==> config.mk <==
export PLATFORM = sky130hd
export DESIGN_NAME = one_wire_master_timing_unit
export DESIGN_NICKNAME = d
export VERILOG_FILES = /design/src/hw/rtl/owm_pkg.sv /design/src/hw/rtl/one_wire_master_timing_unit.sv /design/src/hw/rtl/owm_cfg.sv /design/src/hw/rtl/owm_core.sv /design/src/hw/rtl/owm_skid.sv
export SDC_FILE = /design/constraint.sdc
export NUM_CORES = 1
export LEC_CHECK = 0
export BUFFER_PORTS_ARGS = -buffer_cell sky130_fd_sc_hd__buf_2
export CAP_MARGIN = 20
export CELL_PAD_IN_SITES_DETAIL_PLACEMENT = 1
export CELL_PAD_IN_SITES_GLOBAL_PLACEMENT = 1
export CORE_ASPECT_RATIO = 0.9
export CORE_MARGIN = 4
export CORE_UTILIZATION = 50
export CTS_BUF_LIST = sky130_fd_sc_hd__clkbuf_2 sky130_fd_sc_hd__clkbuf_4 sky130_fd_sc_hd__clkbuf_8
export DETAILED_ROUTE_END_ITERATION = 12
export MAX_ROUTING_LAYER = met4
export PLACE_DENSITY = 0.89
export SLEW_MARGIN = 25
export SYNTH_ARGS = -nofsm -noshare
export SYNTH_HDL_FRONTEND = slang
export SYNTH_HIERARCHICAL = 1
export SYNTH_SLANG_ARGS = --single-unit
==> constraint.sdc <==
create_clock -name clk -period 5.7 [get_ports clk]
set_input_delay 0.57 -clock clk [delete_from_list [all_inputs] [get_ports clk]]
set_output_delay 0.57 -clock clk [all_outputs]
set_load 0.02 [all_outputs]
==> src/hw/rtl/owm_pkg.sv <==
`timescale 1ns / 1ps
`default_nettype none

package owm_pkg;

	// Tick counter width and the width of each timing register
	localparam int COUNT_WIDTH = 10;
	localparam int REG_W       = 10;
	localparam int IDX_W       = 3;
	localparam int CMP_W       = (COUNT_WIDTH > REG_W) ? COUNT_WIDTH : REG_W;

	localparam logic [COUNT_WIDTH-1:0] CNT_MAX   = '1;
	localparam logic [CMP_W-1:0]       CNT_MAX_W = CMP_W'(CNT_MAX);

	// Command opcodes
	localparam logic [2:0] OP_NONE   = 3'd0;
	localparam logic [2:0] OP_RESET  = 3'd1;
	localparam logic [2:0] OP_WBIT   = 3'd2;
	localparam logic [2:0] OP_WBYTE  = 3'd3;
	localparam logic [2:0] OP_RBIT   = 3'd4;
	localparam logic [2:0] OP_RBYTE  = 3'd5;
	localparam logic [2:0] OP_CLRCRC = 3'd6;

	// Timing register indexes
	localparam logic [IDX_W-1:0] REG_RESET_LOW      = 3'd0;
	localparam logic [IDX_W-1:0] REG_PRESENCE_SMPL  = 3'd1;
	localparam logic [IDX_W-1:0] REG_RESET_TAIL     = 3'd2;
	localparam logic [IDX_W-1:0] REG_WRITE0_LOW     = 3'd3;
	localparam logic [IDX_W-1:0] REG_WRITE1_LOW     = 3'd4;
	localparam logic [IDX_W-1:0] REG_WRITE1_TAIL    = 3'd5;
	localparam logic [IDX_W-1:0] REG_READ_SAMPLE    = 3'd6;
	localparam logic [IDX_W-1:0] REG_READ_TAIL      = 3'd7;

	typedef struct packed {
		logic [REG_W-1:0] reset_low_us;
		logic [REG_W-1:0] presence_sample_us;
		logic [REG_W-1:0] reset_tail_us;
		logic [REG_W-1:0] write0_low_us;
		logic [REG_W-1:0] write1_low_us;
		logic [REG_W-1:0] write1_tail_us;
		logic [REG_W-1:0] read_sample_us;
		logic [REG_W-1:0] read_tail_us;
	} cfg_t;

	// One result beat
	typedef struct packed {
		logic       drive_low;
		logic       busy;
		logic       done;
		logic       presence;
		logic [7:0] read_data;
		logic [7:0] crc;
	} res_t;

	// Zero low or sample time counts as one tick
	function automatic logic [REG_W-1:0] at_least_one(input logic [REG_W-1:0] d);
		return (d == '0) ? REG_W'(1) : d;
	endfunction

	// Clamp a length to the counter maximum
	function automatic logic [COUNT_WIDTH-1:0] cap_len(input logic [REG_W-1:0] d);
		logic [CMP_W-1:0] w;
		w = CMP_W'(d);
		if (w > CNT_MAX_W) begin
			return CNT_MAX;
		end
		return COUNT_WIDTH'(w);
	endfunction

	// Dallas CRC-8, reflected polynomial 0x8C, one byte
	function automatic logic [7:0] crc8_step(input logic [7:0] crc, input logic [7:0] data);
		logic [7:0] c;
		c = crc ^ data;
		for (int k = 0; k < 8; k++) begin
			c = c[0] ? ((c >> 1) ^ 8'h8C) : (c >> 1);
		end
		return c;
	endfunction

endpackage

`default_nettype wire

==> src/hw/rtl/one_wire_master_timing_unit.sv <==
`timescale 1ns / 1ps
`default_nettype none

// 1-Wire bus master driven by one input beat per microsecond tick. Each tick
// beat carries the sampled bus level and an optional command (reset with
// presence detect, write bit/byte, read bit/byte, clear CRC); each produces
// exactly one result beat with the bus drive, busy, done pulse, presence,
// last read data and the running Dallas CRC-8 over bytes read. Commands
// offered while busy are ignored; bytes move LSB first. Slot times come from
// eight 10-bit timing registers written through the cfg port; the user must
// write them between beats, which the block does not enforce. One tick beat
// is taken per clock while in_stall is low; a result passes the input register,
// then a two-entry result buffer; a tick update is one slot sequencer pass.
module one_wire_master_timing_unit (
	input  wire logic                       clk,
	input  wire logic                       arst_n,
	input  wire logic                       cfg_we,
	input  wire logic [owm_pkg::IDX_W-1:0]  cfg_index,
	input  wire logic [owm_pkg::REG_W-1:0]  cfg_wdata,
	input  wire logic                       in_valid,
	output logic                            in_stall,
	input  wire logic                       line_level,
	input  wire logic                       cmd_valid,
	input  wire logic [2:0]                 opcode,
	input  wire logic [7:0]                 write_data,
	output logic                            out_valid,
	input  wire logic                       out_stall,
	output logic                            drive_low,
	output logic                            busy_res,
	output logic                            done_res,
	output logic                            presence,
	output logic [7:0]                      read_data,
	output logic [7:0]                      crc_value
);

	owm_pkg::cfg_t cfg;
	owm_pkg::res_t res;
	owm_pkg::res_t out_data;

	logic       valid_s1;
	logic       level_s1;
	logic       cmdv_s1;
	logic [2:0] op_s1;
	logic [7:0] wd_s1;
	logic       room;
	logic       fire;
	logic       accept;

	assign fire     = valid_s1 && room;
	assign in_stall = valid_s1 && !room;
	assign accept   = in_valid && !in_stall;

	// Input beat register
	always_ff @(posedge clk or negedge arst_n) begin
		if (!arst_n) begin
			valid_s1 <= 1'b0;
		end else if (accept) begin
			valid_s1 <= 1'b1;
		end else if (fire) begin
			valid_s1 <= 1'b0;
		end
	end

	always_ff @(posedge clk) begin
		if (accept) begin
			level_s1 <= line_level;
			cmdv_s1  <= cmd_valid;
			op_s1    <= opcode;
			wd_s1    <= write_data;
		end
	end

	owm_cfg u_cfg (
		.clk       (clk),
		.arst_n    (arst_n),
		.cfg_we    (cfg_we),
		.cfg_index (cfg_index),
		.cfg_wdata (cfg_wdata),
		.cfg       (cfg)
	);

	owm_core u_core (
		.clk        (clk),
		.arst_n     (arst_n),
		.step_en    (fire),
		.line_level (level_s1),
		.cmd_valid  (cmdv_s1),
		.opcode     (op_s1),
		.write_data (wd_s1),
		.cfg        (cfg),
		.res        (res)
	);

	owm_skid u_skid (
		.clk       (clk),
		.arst_n    (arst_n),
		.push      (fire),
		.push_data (res),
		.room      (room),
		.out_valid (out_valid),
		.out_stall (out_stall),
		.out_data  (out_data)
	);

	assign drive_low = out_data.drive_low;
	assign busy_res  = out_data.busy;
	assign done_res  = out_data.done;
	assign presence  = out_data.presence;
	assign read_data = out_data.read_data;
	assign crc_value = out_data.crc;

endmodule

`default_nettype wire

==> src/hw/rtl/owm_cfg.sv <==
`timescale 1ns / 1ps
`default_nettype none

module owm_cfg (
	input  wire logic                        clk,
	input  wire logic                        arst_n,
	input  wire logic                        cfg_we,
	input  wire logic [owm_pkg::IDX_W-1:0]   cfg_index,
	input  wire logic [owm_pkg::REG_W-1:0]   cfg_wdata,
	output owm_pkg::cfg_t                    cfg
);

	owm_pkg::cfg_t cfg_q;

	// Timing registers, reset to standard-speed slot values
	always_ff @(posedge clk or negedge arst_n) begin
		if (!arst_n) begin
			cfg_q.reset_low_us       <= owm_pkg::REG_W'(480);
			cfg_q.presence_sample_us <= owm_pkg::REG_W'(70);
			cfg_q.reset_tail_us      <= owm_pkg::REG_W'(410);
			cfg_q.write0_low_us      <= owm_pkg::REG_W'(60);
			cfg_q.write1_low_us      <= owm_pkg::REG_W'(1);
			cfg_q.write1_tail_us     <= owm_pkg::REG_W'(55);
			cfg_q.read_sample_us     <= owm_pkg::REG_W'(15);
			cfg_q.read_tail_us       <= owm_pkg::REG_W'(45);
		end else if (cfg_we) begin
			case (cfg_index)
				owm_pkg::REG_RESET_LOW:     cfg_q.reset_low_us       <= cfg_wdata;
				owm_pkg::REG_PRESENCE_SMPL: cfg_q.presence_sample_us <= cfg_wdata;
				owm_pkg::REG_RESET_TAIL:    cfg_q.reset_tail_us      <= cfg_wdata;
				owm_pkg::REG_WRITE0_LOW:    cfg_q.write0_low_us      <= cfg_wdata;
				owm_pkg::REG_WRITE1_LOW:    cfg_q.write1_low_us      <= cfg_wdata;
				owm_pkg::REG_WRITE1_TAIL:   cfg_q.write1_tail_us     <= cfg_wdata;
				owm_pkg::REG_READ_SAMPLE:   cfg_q.read_sample_us     <= cfg_wdata;
				owm_pkg::REG_READ_TAIL:     cfg_q.read_tail_us       <= cfg_wdata;
				default: ;
			endcase
		end
	end

	assign cfg = cfg_q;

endmodule

`default_nettype wire

==> src/hw/rtl/owm_core.sv <==
`timescale 1ns / 1ps
`default_nettype none

module owm_core (
	input  wire logic           clk,
	input  wire logic           arst_n,
	input  wire logic           step_en,
	input  wire logic           line_level,
	input  wire logic           cmd_valid,
	input  wire logic [2:0]     opcode,
	input  wire logic [7:0]     write_data,
	input  wire owm_pkg::cfg_t  cfg,
	output owm_pkg::res_t       res
);

	localparam logic [3:0] PH_IDLE     = 4'd0;
	localparam logic [3:0] PH_RST_LOW  = 4'd1;
	localparam logic [3:0] PH_RST_WAIT = 4'd2;
	localparam logic [3:0] PH_RST_TAIL = 4'd3;
	localparam logic [3:0] PH_WR_LOW   = 4'd4;
	localparam logic [3:0] PH_WR_TAIL  = 4'd5;
	localparam logic [3:0] PH_RD_LOW   = 4'd6;
	localparam logic [3:0] PH_RD_WAIT  = 4'd7;
	localparam logic [3:0] PH_RD_TAIL  = 4'd8;

	logic [3:0]                      phase_q, phase_n;
	logic [owm_pkg::COUNT_WIDTH-1:0] tick_q, tick_n, tick_inc, cur_len;
	logic [2:0]                      bit_q, bit_n;
	logic [2:0]                      act_q, act_n;
	logic [7:0]                      shift_q, shift_n;
	logic                            pres_q, pres_n;
	logic [7:0]                      crc_q, crc_n;
	logic [7:0]                      hold_q, hold_n;
	logic                            done_n;
	logic                            wbit;
	logic                            tail_end;
	logic                            fin;
	logic                            rd_family;

	assign wbit      = shift_q[bit_q];
	assign rd_family = (phase_q == PH_RD_LOW) || (phase_q == PH_RD_WAIT) ||
	                   (phase_q == PH_RD_TAIL);
	assign tick_inc  = (tick_q < owm_pkg::CNT_MAX) ? (tick_q + 1'b1) : tick_q;

	// Length of the phase now running
	always_comb begin
		case (phase_q)
			PH_RST_LOW:  cur_len = owm_pkg::cap_len(owm_pkg::at_least_one(cfg.reset_low_us));
			PH_RST_WAIT: cur_len = owm_pkg::cap_len(
			                 owm_pkg::at_least_one(cfg.presence_sample_us));
			PH_RST_TAIL: cur_len = owm_pkg::cap_len(cfg.reset_tail_us);
			PH_WR_LOW:   cur_len = owm_pkg::cap_len(owm_pkg::at_least_one(
			                 wbit ? cfg.write1_low_us : cfg.write0_low_us));
			PH_WR_TAIL:  cur_len = owm_pkg::cap_len(wbit ? cfg.write1_tail_us : '0);
			PH_RD_LOW:   cur_len = owm_pkg::COUNT_WIDTH'(1);
			PH_RD_WAIT:  cur_len = owm_pkg::cap_len(owm_pkg::at_least_one(cfg.read_sample_us));
			PH_RD_TAIL:  cur_len = owm_pkg::cap_len(cfg.read_tail_us);
			default:     cur_len = owm_pkg::COUNT_WIDTH'(1);
		endcase
	end

	// Next state for one tick
	always_comb begin
		phase_n  = phase_q;
		tick_n   = tick_q;
		bit_n    = bit_q;
		act_n    = act_q;
		shift_n  = shift_q;
		pres_n   = pres_q;
		crc_n    = crc_q;
		hold_n   = hold_q;
		done_n   = 1'b0;
		tail_end = 1'b0;
		fin      = 1'b0;
		if (phase_q == PH_IDLE) begin
			if (cmd_valid) begin
				case (opcode)
					owm_pkg::OP_RESET: begin
						act_n   = opcode;
						bit_n   = '0;
						phase_n = PH_RST_LOW;
						tick_n  = '0;
					end
					owm_pkg::OP_WBIT, owm_pkg::OP_WBYTE: begin
						act_n   = opcode;
						bit_n   = '0;
						shift_n = (opcode == owm_pkg::OP_WBIT) ? {7'b0, write_data[0]} :
						          write_data;
						phase_n = PH_WR_LOW;
						tick_n  = '0;
					end
					owm_pkg::OP_RBIT, owm_pkg::OP_RBYTE: begin
						act_n   = opcode;
						bit_n   = '0;
						shift_n = '0;
						phase_n = PH_RD_LOW;
						tick_n  = '0;
					end
					owm_pkg::OP_CLRCRC: begin
						crc_n  = '0;
						done_n = 1'b1;
					end
					default: ;
				endcase
			end
		end else begin
			tick_n = tick_inc;
			if (tick_inc >= cur_len) begin
				tick_n = '0;
				// End of the current phase; a zero-length tail ends at once
				case (phase_q)
					PH_RST_LOW: phase_n = PH_RST_WAIT;
					PH_RST_WAIT: begin
						pres_n  = ~line_level;
						phase_n = PH_RST_TAIL;
						fin     = (cfg.reset_tail_us == '0);
					end
					PH_RST_TAIL: fin = 1'b1;
					PH_WR_LOW: begin
						phase_n  = PH_WR_TAIL;
						tail_end = !wbit || (cfg.write1_tail_us == '0);
					end
					PH_WR_TAIL: tail_end = 1'b1;
					PH_RD_LOW: phase_n = PH_RD_WAIT;
					PH_RD_WAIT: begin
						shift_n[bit_q] = shift_q[bit_q] | line_level;
						phase_n        = PH_RD_TAIL;
						tail_end       = (cfg.read_tail_us == '0);
					end
					PH_RD_TAIL: tail_end = 1'b1;
					default: fin = 1'b1;
				endcase
				// After a tail: next bit of a byte, or done
				if (tail_end) begin
					if ((act_q == owm_pkg::OP_WBYTE || act_q == owm_pkg::OP_RBYTE) &&
					    bit_q != 3'd7) begin
						bit_n   = bit_q + 3'd1;
						phase_n = rd_family ? PH_RD_LOW : PH_WR_LOW;
					end else begin
						fin = 1'b1;
					end
				end
				if (fin) begin
					phase_n = PH_IDLE;
					done_n  = 1'b1;
					if (act_q == owm_pkg::OP_RBIT) begin
						hold_n = {7'b0, shift_n[0]};
					end else if (act_q == owm_pkg::OP_RBYTE) begin
						hold_n = shift_n;
						crc_n  = owm_pkg::crc8_step(crc_q, shift_n);
					end
				end
			end
		end
	end

	// State registers advance once per tick beat
	always_ff @(posedge clk or negedge arst_n) begin
		if (!arst_n) begin
			phase_q <= PH_IDLE;
			tick_q  <= '0;
			bit_q   <= '0;
			act_q   <= owm_pkg::OP_NONE;
			shift_q <= '0;
			pres_q  <= 1'b0;
			crc_q   <= '0;
			hold_q  <= '0;
		end else if (step_en) begin
			phase_q <= phase_n;
			tick_q  <= tick_n;
			bit_q   <= bit_n;
			act_q   <= act_n;
			shift_q <= shift_n;
			pres_q  <= pres_n;
			crc_q   <= crc_n;
			hold_q  <= hold_n;
		end
	end

	// Result shows the state after this tick
	always_comb begin
		res.drive_low = (phase_n == PH_RST_LOW) || (phase_n == PH_WR_LOW) ||
		                (phase_n == PH_RD_LOW);
		res.busy      = (phase_n != PH_IDLE);
		res.done      = done_n;
		res.presence  = pres_n;
		res.read_data = hold_n;
		res.crc       = crc_n;
	end

`ifndef SYNTH
	// Completion always returns to idle
	a_done_idle: assert property (@(posedge clk) disable iff (!arst_n)
		res.done |-> !res.busy)
		else $error("done with block still busy");

	// Counter stays inside the running phase
	a_tick_len: assert property (@(posedge clk) disable iff (!arst_n)
		(phase_q != PH_IDLE) |-> (tick_q < cur_len))
		else $error("tick count ran past phase length");
`endif

endmodule

`default_nettype wire

==> src/hw/rtl/owm_skid.sv <==
`timescale 1ns / 1ps
`default_nettype none

module owm_skid (
	input  wire logic          clk,
	input  wire logic          arst_n,
	input  wire logic          push,
	input  wire owm_pkg::res_t push_data,
	output logic               room,
	output logic               out_valid,
	input  wire logic          out_stall,
	output owm_pkg::res_t      out_data
);

	owm_pkg::res_t mem_q [2];
	logic          wr_q;
	logic          rd_q;
	logic [1:0]    cnt_q;
	logic          pop;

	assign room      = (cnt_q != 2'd2);
	assign out_valid = (cnt_q != 2'd0);
	assign pop       = out_valid && !out_stall;
	assign out_data  = mem_q[rd_q];

	// Result entries
	always_ff @(posedge clk) begin
		if (push) begin
			mem_q[wr_q] <= push_data;
		end
	end

	// Pointers and fill count
	always_ff @(posedge clk or negedge arst_n) begin
		if (!arst_n) begin
			wr_q  <= 1'b0;
			rd_q  <= 1'b0;
			cnt_q <= 2'd0;
		end else begin
			if (push) begin
				wr_q <= ~wr_q;
			end
			if (pop) begin
				rd_q <= ~rd_q;
			end
			case ({push, pop})
				2'b10:   cnt_q <= cnt_q + 2'd1;
				2'b01:   cnt_q <= cnt_q - 2'd1;
				default: cnt_q <= cnt_q;
			endcase
		end
	end

`ifndef SYNTH
	a_no_overflow: assert property (@(posedge clk) disable iff (!arst_n)
		push |-> room)
		else $error("result beat pushed into full buffer");

	a_cnt_range: assert property (@(posedge clk) disable iff (!arst_n)
		(cnt_q != 2'd3) && ((cnt_q == 2'd0) == (wr_q == rd_q) || cnt_q == 2'd2))
		else $error("buffer count and pointers disagree");
`endif

endmodule

`default_nettype wire
==> flow_metrics.py <==
metrics = {
    "status": {
        "outcome": "completed",
    },
    "yosys": {
        "synthesis.nets": 855,
        "syn_area_um2": 9699,
        "synth.avg_cell_area_um2": 12.00,
        "yosysUniqueCellTypes": 86,
        "async_reset_ff_share_pct": 71.04,
        "synth_seq_cells": 183,
        "yosysTopAreaCell": "dfrtp_1",
        "synth_area_leaders": "dfrtp_1, edfxtp_1, mux2_2",
        "synth_edf_count": 53,
        "synth-main-ff-cell": "dfrtp_1",
        "ys_warn_count": 6,
        "yosysMostFrequentCell": "dfrtp_1",
        "synth_top_area_share_pct": 25.80,
        "yosysSeqAreaShare_pct": 50.34,
        "synthTopCellsByCount": "dfrtp_1, mux2_2, edfxtp_1",
        "syn_inst": 808,
    },
    "sta": {
        "max-slew-margin-rel_pct": 31.64,
        "min_period_ps": 4987,
        "rsz0062_at_grt": "no",
        "final-setup-viol-count": 0,
        "hold_viol": 0,
        "fin_ws_ps": 712.7,
        "fmax_mhz": 200.5,
        "worstMarginPinSlew_ps": 1025,
        "final_max_slew_viol_count": 0,
        "fin_worst_skew_ps": 18.31,
        "finalSetupTns_ps": 0,
        "finalCritPeriodShare_pct": 87.50,
    },
    "min_path": {
        "hold_end": "cmdv_s1$_DFFE_PP_",
        "hp-class": "in -> reg",
        "hold_depth": 1,
        "hold_start": "cmd_valid",
    },
    "worst_setup_path": {
        "slowest_stage": "dfrtp_1",
        "cp_data_required_time_ps": 5910,
        "cp-end-kind": "flop",
        "critical_path_class": "reg -> reg",
        "r2r-end": "u_skid/mem_q[0][19]$_DFFE_PP_",
        "cp_max_fo": 16,
        "r2r_start": "u_core/bit_q[2]$_DFFE_PN0P_",
        "cp_cell_sequence": "mux2_2 -> a2bb2oi_2 -> nand2_2 -> nor2_1 -> a221oi_1 -> ha_1 -> a21o_1 -> a221o_1 -> a31oi_1 -> o21ai_0 -> buf_4 -> a211oi_1 -> nand4bb_1 -> a21oi_1",
        "r2r_cells": 14,
        "critPathLaunchType": "flop",
        "cp_slowest_stage_delay_ps": 670,
        "cp.arrival_ps": 5200,
        "reg2reg_slack_ps": 710,
    },
    "route": {
        "final_antenna_net_count": 0,
        "routed_wl_mm": 26.44,
        "first_iter_violations": 622,
        "viasPerCell": 6.300,
        "wire_per_inst_um": 23.63,
        "vias": 7050,
        "firstDrtPassIters": 5,
        "drc": 0,
    },
    "cells_and_area": {
        "drive_gt1_share_pct": 32.22,
        "antenna_cells": 0,
        "area_growth_pct": 8.682,
        "num-nets-final": 903,
        "fin_area_um2": 10540,
    },
    "floorplanning": {
        "ioPinCount": 53,
        "start_util_pct": 50.79,
        "rows": 48,
        "die-width_um": 154.8,
        "die_h_um": 140.1,
        "core-area_um2": 19100,
        "die_area_um2": 21690,
    },
    "global_routing": {
        "grt_first_pass_wirelength_mm": 43.02,
        "globalRouteOverflowTotal": 0,
        "grt_pass1_vias": 7559,
        "antenna_found_initial": 0,
        "grt_max_degree": 62,
        "gr-usage-all-layers_pct": 25.80,
    },
    "power_and_ir_drop": {
        "ir_drop_mv": 0.2337,
        "power.total_w": 0.005525,
        "power.density_nw_per_um2": 524.1,
        "p_leak_nw": 4.319,
    },
    "place": {
        "pre_cts_slack_ps": 854.7,
        "hpwl_mm": 18.82,
        "place_congestion": 0.9269,
        "numPortBuffers": 52,
        "placed_cell_area_um2": 10160,
    },
    "clock_network": {
        "cts_tree": "built",
        "clock_latency_ps": 480,
        "htreeDepth": 4,
        "post_cts_buffers": 0,
        "cts-buffers-inserted": 17,
        "cts.sinks": 183,
        "clockRootBuffer": "clkbuf_8",
        "cts_buffer_depth": 2,
        "clk_pin_slew_ps": 100,
    },
    "flow_run": {
        "drv_cap": 0,
    },
}
[routing by layer]
| metal | vias up | GRT usage (%) | routed length [um] |
|---|---|---|---|
| li1 | 3160 | - | - |
| met1 | 3650 | 36.03 | 11980 |
| met2 | 210 | 40.21 | 12810 |
| met3 | 30 | 4.047 | 1326 |
| met4 | 0 | 5.855 | 318 |
| met5 | - | - | 0 |
[logic make-up after synthesis]
logic type / share of synthesized area, %
AO/OA/AOI/OAI: 12.19
XOR/XNOR: 3.032
adder cells (fa/ha/maj): 2.064
buffers and inverters: 2.541
flip-flops: 50.34
multiplexers: 16.80
AND/OR/NAND/NOR: 13.04
[worst max-delay path by stage]
stage / from / endpoint / slack [ps] / depth (start not counted)
after CTS: u_core/bit_q[2]$_DFFE_PN0P_ / u_skid/mem_q[0][19]$_DFFE_PP_ / 720 / 14
after detailed placement: u_core/bit_q[2]$_DFFE_PN0P_ / u_core/bit_q[0]$_DFFE_PN0P_ / 850 / 17
after global routing: u_core/bit_q[2]$_DFFE_PN0P_ / u_skid/mem_q[0][19]$_DFFE_PP_ / 270 / 17
after global placement: u_core/bit_q[2]$_DFFE_PN0P_ / u_skid/mem_q[0][11]$_DFFE_PP_ / 1080 / 17
final: u_core/bit_q[2]$_DFFE_PN0P_ / u_skid/mem_q[0][19]$_DFFE_PP_ / 710 / 14
after floorplan: u_core/bit_q[2]$_DFFE_PN0P_ / u_skid/mem_q[0][10]$_DFFE_PP_ / 1330 / 15
[where the power goes]
part	total [W]	internal, W	switching [W]	leakage [nW]
combinational	0.00252	0.00107	0.00144	2.06
sequential	0.00216	0.00178	0.000372	2.07
clock	0.000851	0.000320	0.000531	0.181
[worst max-delay path: cells and delay by family (launching register included)]
| kind | cells | cell delay, ps |
|---|---|---|
| adders and majority gates | 1 | 350 |
| buffers and inverters | 1 | 200 |
| muxes | 1 | 310 |
| AOI/OAI and AO/OA | 8 | 2040 |
| DFF | 1 | 670 |
| and+or+nand+nor | 3 | 1130 |
[flip-flops by register name, indices dropped and copies added (netlist names), 4 cells and up]
name,count
u_cfg/cfg,80
u_core/crc_q,8
u_core/hold_q,8
u_core/phase_q,4
u_core/shift_q,8
u_core/tick_q,10
u_skid/mem_q,40
wd_s1,8
[repair_timing]
item / CTS / global route
hold endpoints to repair: 15 / 0
hold buffers: 1 / 0
resized for setup: 0 / 0
[layout make-up]
cell class	count	area [um2]
flip-flops and latches	183	4882
clock buffers	17	234.0
inverters	12	45.04
repair buffers	64	355.3
well taps	250	312.8
fillers	2030	8557
multi-input cells	578	4579
clock inverters	15	132.6
[placed cells by master (no fill, tap or decap), drive strengths merged, types with 10 or more instances in the layout]
master | netlist | routed
a31oi | 11 | 11
buf | 19 | 63
a22oi | 10 | 10
nor4 | 14 | 14
nand3 | 35 | 35
nor2 | 51 | 51
nor3 | 12 | 12
inv | 12 | 21
nor2b | 14 | 14
xor2 | 15 | 15
a221oi | 11 | 11
clkbuf | 16 | 17
edfxtp | 53 | 53
dfstp | 30 | 30
o21ai | 46 | 46
nand2 | 51 | 51
dfrtp | 100 | 100
mux2 | 126 | 126
xnor2 | 10 | 10
a21oi | 29 | 29
ha | 16 | 16
[through the flow]
stage / instances / hold WS, ps / utilization [%]
after floorplan: 808 / 274.4 / -
after global placement: 1086 / 458.3 / 53.18
after detailed placement: 1086 / 463.1 / 53.22
after CTS: 1119 / 240.0 / 55.20
after global routing: 1119 / 231.6 / 55.20
final: 1119 / 261.8 / 55.20
No activity file was read; power rests on OpenSTA's default activity.
